## config.mk

```make
export PLATFORM = sky130hd
export DESIGN_NAME = midi_byte_stream_event_parser_unit_flat
export DESIGN_NICKNAME = d
export VERILOG_FILES = /design/src/rtl/mbsep_pkg.sv /design/src/rtl/mbsep_byte_if.sv /design/src/rtl/mbsep_evt_if.sv /design/src/rtl/mbsep_in_reg.sv /design/src/rtl/mbsep_core.sv /design/src/rtl/midi_byte_stream_event_parser_unit.sv /design/src/flat_wrapper.sv
export SDC_FILE = /design/constraint.sdc
export NUM_CORES = 1
export LEC_CHECK = 0
export BUFFER_PORTS_ARGS = -buffer_cell sky130_fd_sc_hd__buf_4
export CAP_MARGIN = 20
export CORE_MARGIN = 5
export CORE_UTILIZATION = 54
export CTS_CLUSTER_DIAMETER = 80
export DETAILED_ROUTE_END_ITERATION = 7
export PLACE_DENSITY = 0.85
export SYNTH_ARGS = -nofsm -noshare
export SYNTH_HDL_FRONTEND = slang
export SYNTH_HIERARCHICAL = 1
export SYNTH_SLANG_ARGS = --single-unit
export TNS_END_PERCENT = 10
```

## constraint.sdc

```tcl
create_clock -name clk_i -period 3.65 [get_ports clk_i]
set_input_delay 0.365 -clock clk_i [delete_from_list [all_inputs] [get_ports clk_i]]
set_output_delay 0.365 -clock clk_i [all_outputs]
set_load 0.02 [all_outputs]
```

## src/rtl/mbsep_pkg.sv

```systemverilog
// ----------------------------------------------------------------------------
// mbsep_pkg
// Types, constants and the event decode shared by the MIDI parser files.
// ----------------------------------------------------------------------------
package mbsep_pkg;

  // status high nibbles
  localparam logic [3:0] STAT_NOTE_OFF   = 4'h8;
  localparam logic [3:0] STAT_NOTE_ON    = 4'h9;
  localparam logic [3:0] STAT_AFTERTOUCH = 4'hA;
  localparam logic [3:0] STAT_CTRL_CHG   = 4'hB;
  localparam logic [3:0] STAT_PROG_CHG   = 4'hC;
  localparam logic [3:0] STAT_CHAN_PRESS = 4'hD;
  localparam logic [3:0] STAT_PITCH_BEND = 4'hE;
  localparam logic [3:0] STAT_SYSTEM     = 4'hF;

  localparam logic [1:0] DUE_NONE = 2'd0;
  localparam logic [1:0] DUE_ONE  = 2'd1;
  localparam logic [1:0] DUE_TWO  = 2'd2;

  typedef enum logic [2:0] {
    EVT_NONE        = 3'd0,
    EVT_NOTE_OFF    = 3'd1,
    EVT_NOTE_ON     = 3'd2,
    EVT_AFTERTOUCH  = 3'd3,
    EVT_CTRL_CHG    = 3'd4,
    EVT_CHAN_PRESS  = 3'd5,
    EVT_PITCH_BEND  = 3'd6
  } evt_type_e;

  typedef struct packed {
    logic [2:0] event_type;
    logic [3:0] channel;
    logic [7:0] note;
    logic [7:0] value;
  } evt_t;

  // input stage handed to the parser core
  typedef struct packed {
    logic       valid;
    logic [7:0] data;
  } stage_t;

  function automatic logic one_data_byte(input logic [7:0] st);
    return (st[7:4] == STAT_PROG_CHG) || (st[7:4] == STAT_CHAN_PRESS);
  endfunction

  function automatic evt_t decode_event(input logic [7:0] st,
                                        input logic [7:0] d1,
                                        input logic [7:0] d2);
    evt_t e;
    e.event_type = EVT_NONE;
    e.channel    = st[3:0];
    e.note       = 8'd0;
    e.value      = 8'd0;
    case (st[7:4])
      STAT_NOTE_OFF: begin
        e.event_type = EVT_NOTE_OFF;
        e.note       = d1;
      end
      STAT_NOTE_ON: begin
        e.event_type = (d2 != 8'd0) ? EVT_NOTE_ON : EVT_NOTE_OFF;
        e.note       = d1;
        e.value      = d2;
      end
      STAT_AFTERTOUCH: begin
        e.event_type = EVT_AFTERTOUCH;
        e.note       = d1;
        e.value      = d2;
      end
      STAT_CTRL_CHG: begin
        e.event_type = EVT_CTRL_CHG;
        e.note       = d1;
        e.value      = d2;
      end
      STAT_CHAN_PRESS: begin
        e.event_type = EVT_CHAN_PRESS;
        e.value      = d1;
      end
      STAT_PITCH_BEND: begin
        e.event_type = EVT_PITCH_BEND;
        e.value      = d2;
      end
      default: begin
        e.event_type = EVT_NONE;
        e.channel    = 4'd0;
      end
    endcase
    return e;
  endfunction

endpackage

```

## src/rtl/mbsep_byte_if.sv

```systemverilog
// ----------------------------------------------------------------------------
// mbsep_byte_if
// Request channel carrying one received MIDI byte.
// ----------------------------------------------------------------------------
interface mbsep_byte_if;
  logic       valid;
  logic       ready;
  logic [7:0] in_byte;

  modport source (output valid, output in_byte, input ready);
  modport sink   (input valid, input in_byte, output ready);
endinterface

```

## src/rtl/mbsep_evt_if.sv

```systemverilog
// ----------------------------------------------------------------------------
// mbsep_evt_if
// Request channel carrying one decoded MIDI event.
// ----------------------------------------------------------------------------
interface mbsep_evt_if;
  logic       valid;
  logic       ready;
  logic [2:0] event_type;
  logic [3:0] channel;
  logic [7:0] note;
  logic [7:0] value;

  modport source (output valid, output event_type, output channel,
                  output note, output value, input ready);
  modport sink   (input valid, input event_type, input channel,
                  input note, input value, output ready);
endinterface

```

## src/rtl/mbsep_in_reg.sv

```systemverilog
// ----------------------------------------------------------------------------
// mbsep_in_reg
// Input register: holds one byte until the parser core consumes it.
// ----------------------------------------------------------------------------
module mbsep_in_reg import mbsep_pkg::*; (
  input  logic       clk_i,
  input  logic       rst_ni,
  input  logic       valid_i,
  input  logic [7:0] byte_i,
  output logic       ready_o,
  output stage_t     stage_o,
  input  logic       advance_i
);

  logic       valid_q, valid_d;
  logic [7:0] data_q;
  logic       load;

  assign ready_o = !valid_q || advance_i;
  assign load    = valid_i && ready_o;

  always_comb begin
    valid_d = valid_q;
    if (load) begin
      valid_d = 1'b1;
    end else if (advance_i) begin
      valid_d = 1'b0;
    end
  end

  always_ff @(posedge clk_i or negedge rst_ni) begin
    if (!rst_ni) begin
      valid_q <= 1'b0;
    end else begin
      valid_q <= valid_d;
    end
  end

  always_ff @(posedge clk_i) begin
    if (load) begin
      data_q <= byte_i;
    end
  end

  assign stage_o.valid = valid_q;
  assign stage_o.data  = data_q;

endmodule

```

## src/rtl/mbsep_core.sv

```systemverilog
// ----------------------------------------------------------------------------
// mbsep_core
// Running-status parser state and the registered event output.
// ----------------------------------------------------------------------------
module mbsep_core import mbsep_pkg::*; (
  input  logic   clk_i,
  input  logic   rst_ni,
  input  stage_t stage_i,
  output logic   advance_o,
  output logic   evt_valid_o,
  output evt_t   evt_o,
  input  logic   evt_ready_i
);

  logic [7:0] last_status_q, last_status_d;
  logic [1:0] bytes_due_q, bytes_due_d;
  logic [7:0] first_data_q, first_data_d;
  logic       evt_valid_q, evt_valid_d;
  evt_t       evt_q;

  logic [7:0] b;
  logic       has_res;
  logic       run_one;
  evt_t       evt_new;

  assign b       = stage_i.data;
  assign run_one = one_data_byte(last_status_q);

  // d1 comes from the stored byte only for two-byte messages
  assign evt_new = decode_event(last_status_q, run_one ? b : first_data_q, b);

  always_comb begin
    last_status_d = last_status_q;
    bytes_due_d   = bytes_due_q;
    first_data_d  = first_data_q;
    has_res       = 1'b0;
    if (b[7:4] != STAT_SYSTEM) begin
      case (bytes_due_q)
        DUE_NONE: begin
          if (b[7]) begin
            last_status_d = b;
            bytes_due_d   = one_data_byte(b) ? DUE_ONE : DUE_TWO;
          end else if (run_one) begin
            has_res = 1'b1;
          end else begin
            first_data_d = b;
            bytes_due_d  = DUE_ONE;
          end
        end
        DUE_TWO: begin
          first_data_d = b;
          bytes_due_d  = DUE_ONE;
        end
        default: begin
          bytes_due_d = DUE_NONE;
          has_res     = 1'b1;
        end
      endcase
    end
  end

  // bytes that complete nothing pass even while a result waits
  assign advance_o = stage_i.valid && (!has_res || !evt_valid_q || evt_ready_i);

  always_comb begin
    evt_valid_d = evt_valid_q;
    if (advance_o && has_res) begin
      evt_valid_d = 1'b1;
    end else if (evt_ready_i) begin
      evt_valid_d = 1'b0;
    end
  end

  always_ff @(posedge clk_i or negedge rst_ni) begin
    if (!rst_ni) begin
      last_status_q <= 8'd0;
      bytes_due_q   <= DUE_NONE;
      evt_valid_q   <= 1'b0;
    end else begin
      evt_valid_q <= evt_valid_d;
      if (advance_o) begin
        last_status_q <= last_status_d;
        bytes_due_q   <= bytes_due_d;
      end
    end
  end

  always_ff @(posedge clk_i) begin
    if (advance_o) begin
      first_data_q <= first_data_d;
    end
    if (advance_o && has_res) begin
      evt_q <= evt_new;
    end
  end

  assign evt_valid_o = evt_valid_q;
  assign evt_o       = evt_q;

endmodule

```

## src/rtl/midi_byte_stream_event_parser_unit.sv

```systemverilog
// ----------------------------------------------------------------------------
// midi_byte_stream_event_parser_unit
// MIDI byte stream to channel event parser with running status.
// ----------------------------------------------------------------------------
// Takes one MIDI byte per cycle, unless a completing byte is held, and emits one
// event per complete channel message; system bytes (0xF0 and up) are dropped.
// A byte is captured in the input register when it is accepted and goes
// through the parser into the event register once the core advances it.
// While an event waits on the output, bytes that complete nothing keep
// flowing; only a completing byte holds in the input register until the
// output register frees.
module midi_byte_stream_event_parser_unit import mbsep_pkg::*; (
  input  logic         clk_i,
  input  logic         rst_ni,
  mbsep_byte_if.sink   byte_i,
  mbsep_evt_if.source  event_o
);

  stage_t stage;
  logic   advance;
  logic   evt_valid;
  evt_t   evt;

  mbsep_in_reg u_in_reg (
    .clk_i     (clk_i),
    .rst_ni    (rst_ni),
    .valid_i   (byte_i.valid),
    .byte_i    (byte_i.in_byte),
    .ready_o   (byte_i.ready),
    .stage_o   (stage),
    .advance_i (advance)
  );

  mbsep_core u_core (
    .clk_i       (clk_i),
    .rst_ni      (rst_ni),
    .stage_i     (stage),
    .advance_o   (advance),
    .evt_valid_o (evt_valid),
    .evt_o       (evt),
    .evt_ready_i (event_o.ready)
  );

  assign event_o.valid      = evt_valid;
  assign event_o.event_type = evt.event_type;
  assign event_o.channel    = evt.channel;
  assign event_o.note       = evt.note;
  assign event_o.value      = evt.value;

endmodule

```

## src/flat_wrapper.sv

```systemverilog
// flat-port wrapper written by rule: the top's interface ports become plain ports
module midi_byte_stream_event_parser_unit_flat import mbsep_pkg::*;
  (clk_i, rst_ni, byte_i_valid, byte_i_in_byte, byte_i_ready, event_o_valid, event_o_event_type, event_o_channel, event_o_note, event_o_value, event_o_ready);
  mbsep_byte_if byte_i_i ();
  mbsep_evt_if event_o_i ();
  input  logic clk_i;
  input  logic rst_ni;
  input wire logic [$bits(byte_i_i.valid)-1:0] byte_i_valid;
  input wire logic [$bits(byte_i_i.in_byte)-1:0] byte_i_in_byte;
  output wire logic [$bits(byte_i_i.ready)-1:0] byte_i_ready;
  output wire logic [$bits(event_o_i.valid)-1:0] event_o_valid;
  output wire logic [$bits(event_o_i.event_type)-1:0] event_o_event_type;
  output wire logic [$bits(event_o_i.channel)-1:0] event_o_channel;
  output wire logic [$bits(event_o_i.note)-1:0] event_o_note;
  output wire logic [$bits(event_o_i.value)-1:0] event_o_value;
  input wire logic [$bits(event_o_i.ready)-1:0] event_o_ready;
  assign byte_i_i.valid = byte_i_valid;
  assign byte_i_i.in_byte = byte_i_in_byte;
  assign byte_i_ready = byte_i_i.ready;
  assign event_o_valid = event_o_i.valid;
  assign event_o_event_type = event_o_i.event_type;
  assign event_o_channel = event_o_i.channel;
  assign event_o_note = event_o_i.note;
  assign event_o_value = event_o_i.value;
  assign event_o_i.ready = event_o_ready;
  midi_byte_stream_event_parser_unit u_core (.clk_i(clk_i), .rst_ni(rst_ni), .byte_i(byte_i_i), .event_o(event_o_i));
endmodule
```

Yosys cells after proc, flatten, opt, wreduce, memory -nomap -nowiden
Cells that the tools add are included.
W data, S select, Z words.
Word-level totals
  output and inout port bits: 25
  input bits: 12
  flip-flop bits (word level): 51
  logic and storage cells: 65
  bits in latches: 0
  memory bits (writable): 0
  memories kept: 0
  ROM bits: 0
Cells by class
  bitwise gates (word level): 0
  $add $sub $neg: 0
  $mul: 0
  shifts and indexed selects: 0
  reduce and logical (&&, ||, !) cells: 22
  magnitude comparators: 0
  div/mod/pow operators: 0
  equal/unequal tests: 14
  muxes and demuxes: 19
Operator list (count)
  $eq A4 B4 Y1 const B: 9
  $pmux W8 S2: 2
  $mux W8: 3
  $pmux W3 S6: 1
  $mux W2: 4
  $reduce_bool A8 Y1: 1
  $reduce_or A4 Y1: 2
  $mux W1: 7
  $reduce_bool A2 Y1: 3
  $reduce_or A6 Y1: 1
  $logic_or A1 B1 Y1: 5
  $reduce_and A5 Y1: 1
  $ne A2 B2 Y1 const B: 2
  $ne A4 B4 Y1 const B: 1
  $pmux W2 S2: 1
  $reduce_and A4 Y1: 1
  $logic_and A1 B1 Y1: 3
  $logic_not A1 Y1: 3
  $ne A3 B2 Y1 const B: 1
  $reduce_and A3 Y1: 1
  $eq A2 B2 Y1 const B: 1
  $logic_not A2 Y1: 1
  $pmux W1 S2: 1

Longest topological paths before layout
Gate-level depths: netlist of the first run.
  depth after elaboration: 13
  depth in mapped cells: 6

Cells and area by module
Netlist of the first run, hierarchy kept.
Modules (own cells, without submodules)
  mbsep_core: area each 1709.1 um2, cells an instance 116, times used 1
  mbsep_in_reg: area each 301.5 um2, cells an instance 13, times used 1

Least setup slack after synthesis of the first run
No wires, ideal clock.
  kind: flip-flop to flip-flop
  start: reg u_core.u_core.last_status_q[5]
  end: reg u_core.u_core.evt_q (netlist bit u_core/u_core/evt_o[0]) (enable)
  cell stages (with the launch flop): 5
  data required time: 3.218 ns
  buffers on the path: 1
  path slack: 0.605 ns
  library setup time: 0.432 ns
  data arrival time: 2.613 ns
  period minus slack after synthesis: 3.045 ns
  cell sequence: dfrtp_1 buf_6 nand3b_1 o31a_2 nor3_1
Between the ends
  word-level cells in the longest chain between the ends: 11
RTL lines
  start, declared: RTL line mbsep_core.sv:15  | logic [7:0] last_status_q, last_status_d;
  start signal, assigned: RTL line mbsep_core.sv:82  | last_status_q <= last_status_d;
  $eq A4 B4 Y1: RTL line mbsep_pkg.sv:45  | return (st[7:4] == STAT_PROG_CHG) || (st[7:4] == STAT_CHAN_PRESS);
  $logic_or A1 B1 Y1 (*): RTL line mbsep_pkg.sv:45
  $mux W1 (*): RTL line mbsep_core.sv:43  | end else if (run_one) begin
  $mux W1 (*): RTL line mbsep_core.sv:40  | if (b[7]) begin
  $pmux W1 S2 (*): RTL line mbsep_core.sv:38  | case (bytes_due_q)
  $mux W1 (*): RTL line mbsep_core.sv:37  | if (b[7:4] != STAT_SYSTEM) begin
  $logic_not A1 Y1: RTL line mbsep_core.sv:63  | assign advance_o = stage_i.valid && (!has_res || !evt_valid_q || evt_ready_i);
  $logic_or A1 B1 Y1 (2 in a row): RTL line mbsep_core.sv:63
  $logic_and A1 B1 Y1: RTL line mbsep_core.sv:63
  $logic_and A1 B1 Y1 (*): RTL line mbsep_core.sv:92  | if (advance_o && has_res) begin
  end signal, assigned: RTL line mbsep_core.sv:93  | evt_q <= evt_new;
  end, declared: RTL line mbsep_core.sv:19  | evt_t evt_q;
Every way passes the cells marked *; elsewhere a longest branch is shown, timed or not.
A chain may end at the register's enable or synchronous reset.

Final worst setup path of the first run
  start: reg u_core.u_core.last_status_q[5]
  end: out byte_i_ready
Between the ends
  word-level cells in the longest chain between the ends: 11
RTL lines
  $eq A4 B4 Y1: RTL line mbsep_pkg.sv:45
  $logic_or A1 B1 Y1 (*): RTL line mbsep_pkg.sv:45
  $mux W1 (*): RTL line mbsep_core.sv:43
  $mux W1 (*): RTL line mbsep_core.sv:40
  $pmux W1 S2 (*): RTL line mbsep_core.sv:38
  $mux W1 (*): RTL line mbsep_core.sv:37
  $logic_not A1 Y1 (*): RTL line mbsep_core.sv:63
  $logic_or A1 B1 Y1 (*) (2 in a row): RTL line mbsep_core.sv:63
  $logic_and A1 B1 Y1 (*): RTL line mbsep_core.sv:63
  via u_core.advance: RTL line midi_byte_stream_event_parser_unit.sv:20  | logic advance;
  $logic_or A1 B1 Y1 (*): RTL line mbsep_in_reg.sv:19  | assign ready_o = !valid_q || advance_i;
  end, declared: RTL line flat_wrapper.sv:10  | output wire logic [$bits(byte_i_i.ready)-1:0] byte_i_ready;
The timed path passes the listed nets; every way through them passes the cells marked *.

==> metrics.cfg, run 1 <==
[status]
status = complete, no violations

[finish]
n_antenna_cell = 0
utilization_pct = 66.9
synthToLayoutAreaGrowth_pct = 20.9
nFillCells = 287
regArea_sq_um = 1470
multi_input_area_sq_um = 497
final_area_sq_um = 2430
drive_gt1_share_pct = 34.9
final_net_count = 183

[sta]
setup_violations = 0
setup_ws_ps = 1410
rsz0062_at_grt = false
max_slew.worst_pin.slew_ps = 473
drv_slew = 0
fin_skew_ps = 4.83
finalCritPeriodShare_pct = 61.3
hold_viol = 0
tns_ps = 0
layout_min_cycle_time_ps = 2240
maxSlewHeadroom_pct = 68.2
clock.fmax_mhz = 447

[logic_synthesis]
syn_avg_cell_area_sq_um = 15.6
syn-cell-area_sq_um = 2010
ys_types = 36
syn_nets = 141
ys_seq_area_share_pct = 73.2
yosys_warnings = 6
syn_inst = 129
ys_seq_elements = 51

[worst_hold_path]
min_delay_path_depth = 1
hp-start = byte_i_in_byte[4]
min_path_type = in2reg

[floorplan]
coreArea_sq_um = 3630
start_util_pct = 55.3
die_h_microns = 71.0
rows = 22
die_w_microns = 71.0
io_pins = 37
dieArea_sq_um = 5040

[routing]
ant_nets = 0
vias = 1162
avgViaCountPerCell = 5.28
drt-initial-drc-count = 65
finalWirelength_microns = 3380
drc = 0
firstDrtPassIters = 4
wl_per_cell_microns = 15.4

[clocking]
root_buffer = clkbuf_8
cts_num_sinks = 51
htreeDepth = 2
cts_setup_buffers = 0
cts_tree = yes
clkLatencyLatePin_ps = 290
clockBufferDepth = 2
cts_buffers = 5
clk_pin_slew_worst_paths_ps = 80

[setup_path]
criticalPathCategory = reg2out
crit_end = byte_i_ready
endpoint_kind = output port
r2r-start = u_core/u_core/last_status_q[5]
reg2reg_to = u_core/u_core/evt_o[7]
cp-startpoint = u_core/u_core/last_status_q[5]
cp-start-kind = register
r2r_setup_slack_ps = 1740
critPathRequiredTime_ps = 3280
arrival_ps = 1870
worstRegToRegCells = 4
critPathMaxFanout = 10

[global_routing]
grt_pass1_vias = 1122
grt.total_usage_pct = 14.2
grt_max_degree = 24
grt_overflow = 0
grt_pass1_wl_microns = 5390
antenna_found_initial = 0

[placement]
dp_hpwl_microns = 2520
io_buffers = 36
pre_cts_slack_ps = 1460
gp_congestion = 0.815
dpl-instance-area_sq_um = 2320

[power]
powerDensity_nw_per_um2 = 826
leakage_nw = 0.936
vdd_drop_max_mv = 0.397

[run]
cap_violations = 0

worst min-delay path by stage:
stage	to	slack (ps)
finish	u_core/u_in_reg/data_q[4]	240
floorplan	u_core/u_core/bytes_due_q[0]	70
detailed placement	u_core/u_in_reg/valid_q	210
CTS	u_core/u_in_reg/data_q[4]	230
global placement	u_core/u_in_reg/valid_q	210
global route	u_core/u_in_reg/data_q[6]	220
report_power, final:
part | internal [mW] | switching (mW) | total, mW
combinational | 0.324 | 0.381 | 0.705
sequential | 0.887 | 0.114 | 1.00
clock | 0.133 | 0.169 | 0.302
total | 1.34 | 0.663 | 2.01
critical path, cell delays in order (launching register included):
cell and delay [ps]:
dfrtp_1 490, nand3b_1 250, o31a_2 350, o21a_1 190, nand2b_4 140, buf_4 160
state kept, by name, indices dropped and copies added, names as in the netlist:
signal / cells
u_core/u_core/evt_valid_o: 1
u_core/u_in_reg/valid_q: 1
u_core/u_core/evt_o: 23
u_core/u_in_reg/data_q: 8
u_core/u_core/bytes_due_q: 2
u_core/u_core/first_data_q: 8
u_core/u_core/last_status_q: 8
cells by family (layout without fill, tap and decap cells):
| group | after synthesis | count (layout) | share of synthesized area (%) |
|---|---|---|---|
| compound gates | 17 | 17 | 6.04 |
| xor+xnor | 2 | 2 | 0.871 |
| buf+inv | 9 | 52 | 2.36 |
| flops | 51 | 51 | 73.2 |
| mux | 7 | 7 | 3.92 |
| simple gates | 43 | 43 | 13.6 |
through the flow:
step / power, mW / hold WS, ps / cells
floorplan: 1.47 / 69.4 / 129
global placement: 1.68 / 210 / 210
detailed placement: 1.71 / 211 / 210
CTS: 2.02 / 231 / 219
global route: 2.13 / 224 / 220
finish: 2.01 / 242 / 220
repair_timing:
item,CTS,global route
hold buffers,1,0
endpoints found under the hold margin,12,0
resized for setup,0,0
layer usage:
metal,wire (microns),GRT usage (%),vias up
li1,-,-,559
met1,1290,16.2,548
met2,1760,24.2,45
met3,253,4.83,10
met4,76,6.26,0
met5,0,0,-
Yosys cell counts, drive strengths merged:
cell,instances,area (sq um)
xnor2,2,17.5
a41o,1,11.3
and3,2,13.8
nand2b,3,26.3
o21a,2,15.0
mux2,7,78.8
clkinv,1,3.75
inv,4,15.0
a2111oi,1,8.76
and2b,1,8.76
nor4,4,25.0
o2bb2ai,1,8.76
o211ai,2,15.0
edfxtp,39,1170
nor3,3,15.0
a21oi,4,20.0
and2,19,121
nand2,3,11.3
o21ai,2,10.0
o31a,1,10.0
a31oi,1,6.26
o41ai,1,8.76
nor2,2,7.51
a211oi,1,7.51
buf,4,28.8
nand3b,1,7.51
nor2b,2,12.5
or3,1,6.26
dfrtp,12,300
nand4,2,18.8
placed cells by master, fill, tap and decap left out, types with 3 or more instances in the layout:
master    count
mux2_2        7
dfrtp_1      12
edfxtp_1     39
nor4_1        4
nand2_1       3
a21oi_1       4
inv_1         4
clkbuf_8      5
buf_4        37
and2_1       18
final cells by class:
type	count	area share (%)
multi-input combinational	69	20.4
inverter	5	0.772
clock inverter	3	0.823
clock buffer	5	2.83
sequential	51	60.5
tap	48	2.47
timing repair buffer	39	12.1
Power figures use the tool's default switching activity.
==> run 2: changes to the inputs <==
- ABC_AREA: default -> 1
- CORE_UTILIZATION: 54 -> 49
- PLACE_DENSITY: 0.85 -> 0.81
- clock period: 3.65 -> 1.9 ns (I/O delays scaled with it)
==> run 2 against run 1 <==
  * Synthesized cell count is 36% higher
  * Setup slack worse by 1300 ps
  * Global-route usage up 0.58 points
  * Non-clock buffer count grew 10
  * Synthesized area increased by 3.4%
  * Hold slack worse by 180 ps
  * First-iteration DRC count up 71%
  * Total power increased by 100%
  * Sequential cell count did not move
  * Sequential power up 84%
==> metrics.cfg, run 2 <==
[global_routing]
grt_pass1_vias = 1345  ; +20%
use_met2_pct = 24.7  ; +0.46 points
grt_overflow = 0  ; unchanged
use_met1_pct = 18.1  ; +1.8 points
grt_pass1_wl_microns = 6110  ; +13%
antenna_found_initial = 0  ; unchanged
grt.total_usage_pct = 14.8  ; +0.58 points
use_met3_pct = 5.07  ; +0.24 points
top_usage_layer = met2
grt_max_degree = 24  ; unchanged

[finish]
nFillCells = 310  ; +8.0%
final_net_count = 241  ; +32%
synthToLayoutAreaGrowth_pct = 26.8
final_common_cell = buf_4
utilization_pct = 65.0  ; -1.9 points
drive_gt1_share_pct = 32.6  ; -2.3 points
n_antenna_cell = 0  ; unchanged
layout_common_cells = buf_4, edfxtp_1, nand2_1, inv_1, nor2_1
largest_register_ffs = 23  ; unchanged

[placement]
io_buffers = 36  ; unchanged
gp_congestion = 0.873  ; +7.0%
dp_hpwl_microns = 2700  ; +7.2%

[logic_synthesis]
synthXorXnorAreaFrac_pct = 0  ; -0.87 points
synth-simple-area-share_pct = 19.3  ; +5.7 points
ys_types = 24  ; -33%
synth_edf_count = 39  ; unchanged
synthArstFlopShare_pct = 23.5  ; unchanged
synth_fa_ha_area_share_pct = 0  ; unchanged
syn_inst = 176  ; +36%
ys_top_cells_by_count = edfxtp_1, nand2_1, inv_1, nor2_1, dfrtp_1
yosys.area.top_type_share_pct = 56.3  ; -1.9 points
synth_top_family_by_area = simple AND/OR/NAND/NOR gates
syn_nets = 188  ; +33%
synth_area_leaders = edfxtp_1, dfrtp_1, nand2_1
yosysMostFrequentCell = edfxtp_1
synth-compound-area-share_pct = 3.31  ; -2.7 points
yosys_warnings = 6  ; unchanged
ys_seq_area_share_pct = 70.8  ; -2.4 points
yosys.area.top_type = edfxtp_1
ys_seq_elements = 51  ; unchanged
syn_avg_cell_area_sq_um = 11.8  ; -24%
synth_mux_area_share_pct = 0  ; -3.9 points
synthFlopType = edfxtp_1
syn-cell-area_sq_um = 2080  ; +3.4%

[power]
fin_total_pwr_mw = 4.06  ; +100%
leakage_nw = 1.20  ; +28%
vdd_drop_max_mv = 0.696  ; +75%
powerDensity_nw_per_um2 = 1540  ; +86%

[routing]
firstDrtPassIters = 6  ; +2
vias = 1377  ; +19%
avgViaCountPerCell = 4.92  ; -6.9%
drc = 0  ; unchanged
ant_nets = 0  ; unchanged
drt-initial-drc-count = 111  ; +71%
wl_per_cell_microns = 13.4  ; -13%
finalWirelength_microns = 3760  ; +11%

[floorplan]
io_pins = 37  ; unchanged
start_util_pct = 51.2  ; -4.1 points
die_h_microns = 75.1  ; +5.8%
rows = 23  ; +4.5%
dieArea_sq_um = 5650  ; +12%
die_w_microns = 75.1  ; +5.8%
coreArea_sq_um = 4060  ; +12%

[clocking]
root_buffer = clkbuf_8
cts_buffers = 5  ; unchanged
cts_num_sinks = 51  ; unchanged
htreeDepth = 2  ; unchanged
clk_pin_slew_worst_paths_ps = 80  ; about the same
clockBufferDepth = 2  ; unchanged
cts_tree = yes
clkLatencyLatePin_ps = 300  ; about the same

[status]
status = complete, no violations

[sta]
max_slew.worst_pin.slew_ps = 409  ; -63.4 ps
clock.fmax_mhz = 565
tns_ps = 0  ; unchanged
hold_viol = 0  ; unchanged
finalCritPeriodShare_pct = 93.2
setup_violations = 0  ; unchanged
maxSlewHeadroom_pct = 72.7  ; +4.5 points
layout_min_cycle_time_ps = 1770
fin_skew_ps = 6.89  ; +2.06 ps
rsz0062_at_grt = false
drv_slew = 0  ; unchanged

[setup_path]
arrival_ps = 1580  ; -290 ps
critPathRequiredTime_ps = 1710  ; -1570 ps
cp-start-kind = register
critPathMaxFanout = 3  ; -7
endpoint_kind = output port
criticalPathCategory = reg2out

[run]
cap_violations = 0  ; unchanged

[worst_hold_path]
min_path_type = in2reg

[run 2: repair_timing]
item / in CTS / in global routing
buffers inserted: 0 / 2
hold endpoints to repair: 12 / 0
hold buffers: 1 / 0
gates resized for setup: 1 / 6
setup endpoints to repair: 8 / 1
pin swaps: 0 / 4
[run 2: metrics by stage]
stage	instances	hold WS, ps	instance area (sq um)	setup slack (ps)
floorplan	176	-106	2080	148
global placement	269	39.3	2480	140
detailed placement	269	40.4	2480	53.4
CTS	278	60.3	2610	47.3
global route	280	46.5	2640	16.2
finish	280	66.5	2640	129
[run 2: final timing paths]
| kind | startpoint | to | slack (ps) | cells past startpoint |
|---|---|---|---|---|
| max | u_core/u_core/last_status_q[6] | byte_i_ready | 130 | 10 |
| min | byte_i_in_byte[1] | u_core/u_in_reg/data_q[1] | 70 | 1 |
| max reg2reg | u_core/u_core/last_status_q[6] | u_core/u_in_reg/data_q[6] | 230 | 9 |
| max in group asynchronous | rst_ni | u_core/u_core/bytes_due_q[1] | 1470 | 2 |
| min reg2reg | u_core/u_core/last_status_q[3] | u_core/u_core/last_status_q[3] | 490 | 2 |
| min in group asynchronous | rst_ni | u_core/u_core/evt_valid_o | 260 | 2 |
[run 2: logic make-up (layout without fill, tap and decap cells)]
| group | Yosys count | in the layout |
|---|---|---|
| AO/OA/AOI/OAI | 11 | 11 |
| AND/OR/NAND/NOR | 79 | 79 |
| buffers and inverters | 35 | 89 |
| flip-flops | 51 | 51 |
[run 2: area by class of cell]
cell class | count | area, sq um | share of cell area [%]
Inverter | 32 | 120 | 4.55
Multi-Input combinational cell | 90 | 487 | 18.5
Clock buffer | 5 | 68.8 | 2.61
Tap cell | 50 | 62.6 | 2.37
Clock inverter | 3 | 43.8 | 1.66
Sequential cell | 51 | 1470 | 55.8
Timing Repair Buffer | 49 | 383 | 14.5
[run 2: routing by layer]
metal | part of all wire (%) | vias to the layer above
li1 | - | 688
met1 | 40 | 641
met2 | 52 | 46
met3 | 7.6 | 2
met4 | 0.61 | 0
met5 | 0 | -
[run 2: critical path, cell delays in order, from the launching register on]
cell and delay, ps:
dfrtp_1 400, nand2_2 100, nor2_4 140, nand3_2 100, nand2_2 100, nand3_4 70
nand2_2 70, inv_1 50, inv_2 60, nand2_2 50, buf_4 150
[run 2: report_power, final]
group          switching, mW  internal (mW)  total (mW)
logic                  0.919          0.571        1.49
clock network          0.339          0.392       0.731
registers              0.162           1.67        1.84
total                   1.42           2.64        4.06
==> run 3: changes to the inputs <==
- RECOVER_POWER: default -> 50
==> run 3 against run 2 <==
  * Combinational power down 9%
  * Maximum frequency up 0.15%
  * Global-route usage unchanged
  * Sequential power about the same
  * Critical path depth unchanged
  * Wire length up 0.98%
  * Total power down 3.7%
  * Core utilization down 2.7 points
  * Sequential share of layout area up 2.5 points
  * Setup slack better by 2.7 ps
  * Design area down 4.2%
  * Largest power group unchanged
==> metrics.cfg, run 3 (synthesis results as in run 2) <==
[status]
status = complete, no violations

[sta]
drv_slew = 0  ; unchanged
setup_violations = 0  ; unchanged
maxSlewHeadroom_pct = 55.2  ; -18 points
max_slew.worst_pin.slew_ps = 673  ; +263 ps
rsz0062_at_grt = false
fin_skew_ps = 6.64  ; -0.252 ps
clock.fmax_mhz = 565  ; +0.15%
layout_min_cycle_time_ps = 1770  ; -2.66 ps
finalCritPeriodShare_pct = 93.1  ; -0.14 points
holdWs_ps = 90.2  ; +23.7 ps
hold_viol = 0  ; unchanged
tns_ps = 0  ; unchanged

[clocking]
cts_buffers = 5  ; unchanged
clockBufferDepth = 2  ; unchanged
htreeDepth = 2  ; unchanged
clkLatencyLatePin_ps = 300  ; about the same
clk_pin_slew_worst_paths_ps = 80  ; about the same
cts_tree = yes
cts_num_sinks = 51  ; unchanged
root_buffer = clkbuf_8

[power]
leakage_nw = 1.09  ; -9.0%
vdd_drop_max_mv = 0.687  ; -1.2%
powerDensity_nw_per_um2 = 1550  ; +0.56%

[setup_path]
critPathRequiredTime_ps = 1710  ; about the same
slowest_stage = dfrtp_1
arrival_ps = 1580  ; about the same
critPathMaxFanout = 3  ; unchanged
cp_cell_sequence = nand2_2, nor2_4, nand3_2, nand2_2, nand3_4, nand2_2, inv_1, inv_2, nand2_2, buf_4
endpoint_kind = output port
crit_top_cell = nand2_2
cp-start-kind = register
criticalPathCategory = reg2out
critPathMaxStageDelay_ps = 400  ; about the same

[finish]
multi_input_area_sq_um = 484  ; -0.51%
synthToLayoutAreaGrowth_pct = 21.5
final_net_count = 241  ; unchanged
layout_common_cells = edfxtp_1, nand2_1, clkbuf_1, inv_1, nor2_1
largest_register_ffs = 23  ; unchanged
n_antenna_cell = 0  ; unchanged
regArea_sq_um = 1470  ; unchanged
nFillCells = 354  ; +14%
final_common_cell = edfxtp_1
drive_gt1_share_pct = 19.6  ; -13 points

[floorplan]
die_h_microns = 75.1  ; unchanged
rows = 23  ; unchanged
io_pins = 37  ; unchanged
start_util_pct = 51.2  ; unchanged
die_w_microns = 75.1  ; unchanged
dieArea_sq_um = 5650  ; unchanged
coreArea_sq_um = 4060  ; unchanged

[global_routing]
grt_pass1_vias = 1345  ; unchanged
use_met3_pct = 5.07  ; unchanged
top_usage_layer = met2
grt.total_usage_pct = 14.8  ; unchanged
grt_pass1_wl_microns = 6110  ; unchanged
use_met1_pct = 18.1  ; unchanged
grt_max_degree = 24  ; unchanged
use_met2_pct = 24.7  ; unchanged
antenna_found_initial = 0  ; unchanged
grt_overflow = 0  ; unchanged

[routing]
avgViaCountPerCell = 4.96  ; +0.80%
drc = 0  ; unchanged
finalWirelength_microns = 3790  ; +0.98%
firstDrtPassIters = 4  ; -2
drt-initial-drc-count = 110  ; -0.90%
wl_per_cell_microns = 13.6  ; +0.98%
ant_nets = 0  ; unchanged
vias = 1388  ; +0.80%

[run]
cap_violations = 0  ; unchanged

[placement]
gp_congestion = 0.873  ; unchanged
io_buffers = 36  ; unchanged
dp_hpwl_microns = 2700  ; unchanged

[worst_hold_path]
min_path_type = in2reg

[run 3: through the flow]
step	area (sq um)	power [mW]	setup slack, ps	std cells	utilization [%]
after floorplan	2080	2.73	148	176	-
after global placement	2480	3.23	140	269	61.2
after detailed placement	2480	3.29	53.4	269	61.2
after CTS	2610	4.04	47.3	278	64.3
after global routing	2530	4.16	16.2	280	62.3
final	2530	3.91	131	280	62.3
[run 3: worst paths after layout]
check	startpoint	to	slack, ps	cells past startpoint
setup / recovery	u_core/u_core/last_status_q[6]	byte_i_ready	130	10
hold / removal	byte_i_in_byte[1]	u_core/u_in_reg/data_q[1]	90	1
setup reg to reg	u_core/u_in_reg/data_q[7]	u_core/u_in_reg/data_q[6]	200	7
hold reg to reg	u_core/u_core/last_status_q[3]	u_core/u_core/last_status_q[3]	480	2
max in group asynchronous	rst_ni	u_core/u_core/bytes_due_q[1]	1000	2
min in group asynchronous	rst_ni	u_core/u_core/evt_valid_o	440	2
[run 3: timing repair]
action | CTS | global route
resized for setup | 1 | 6
hold buffers | 1 | 0
cloned | 0 | 0
pin swaps | 0 | 4
endpoints found under the hold margin | 12 | 0
setup endpoints to repair | 8 | 1
buffers inserted | 0 | 2
[run 3: where the power goes]
| group | internal (mW) | switching (mW) |
|---|---|---|
| clock | 0.392 | 0.336 |
| combinational | 0.427 | 0.920 |
| sequential | 1.67 | 0.158 |
| total | 2.49 | 1.41 |
[run 3: worst max-delay path, delay by kind of cell (launching register included)]
| family | cells | cell delay [ps] |
|---|---|---|
| and+or+nand+nor | 7 | 640 |
| DFF | 1 | 400 |
| buffers and inverters | 3 | 260 |
[run 3: cell type report]
type / instances / area share (%)
clock inverters: 3 / 1.73
multi-input cells: 90 / 19.2
flip-flops and latches: 51 / 58.3
well taps: 50 / 2.48
clock buffers: 5 / 2.72
repair buffers: 49 / 10.8
inverters: 32 / 4.75
[run 3: metal layers]
layer	routed length [microns]	part of all wire [%]
met5	0	0
met4	23	0.61
met3	323	8.5
met2	1950	51
met1	1500	39
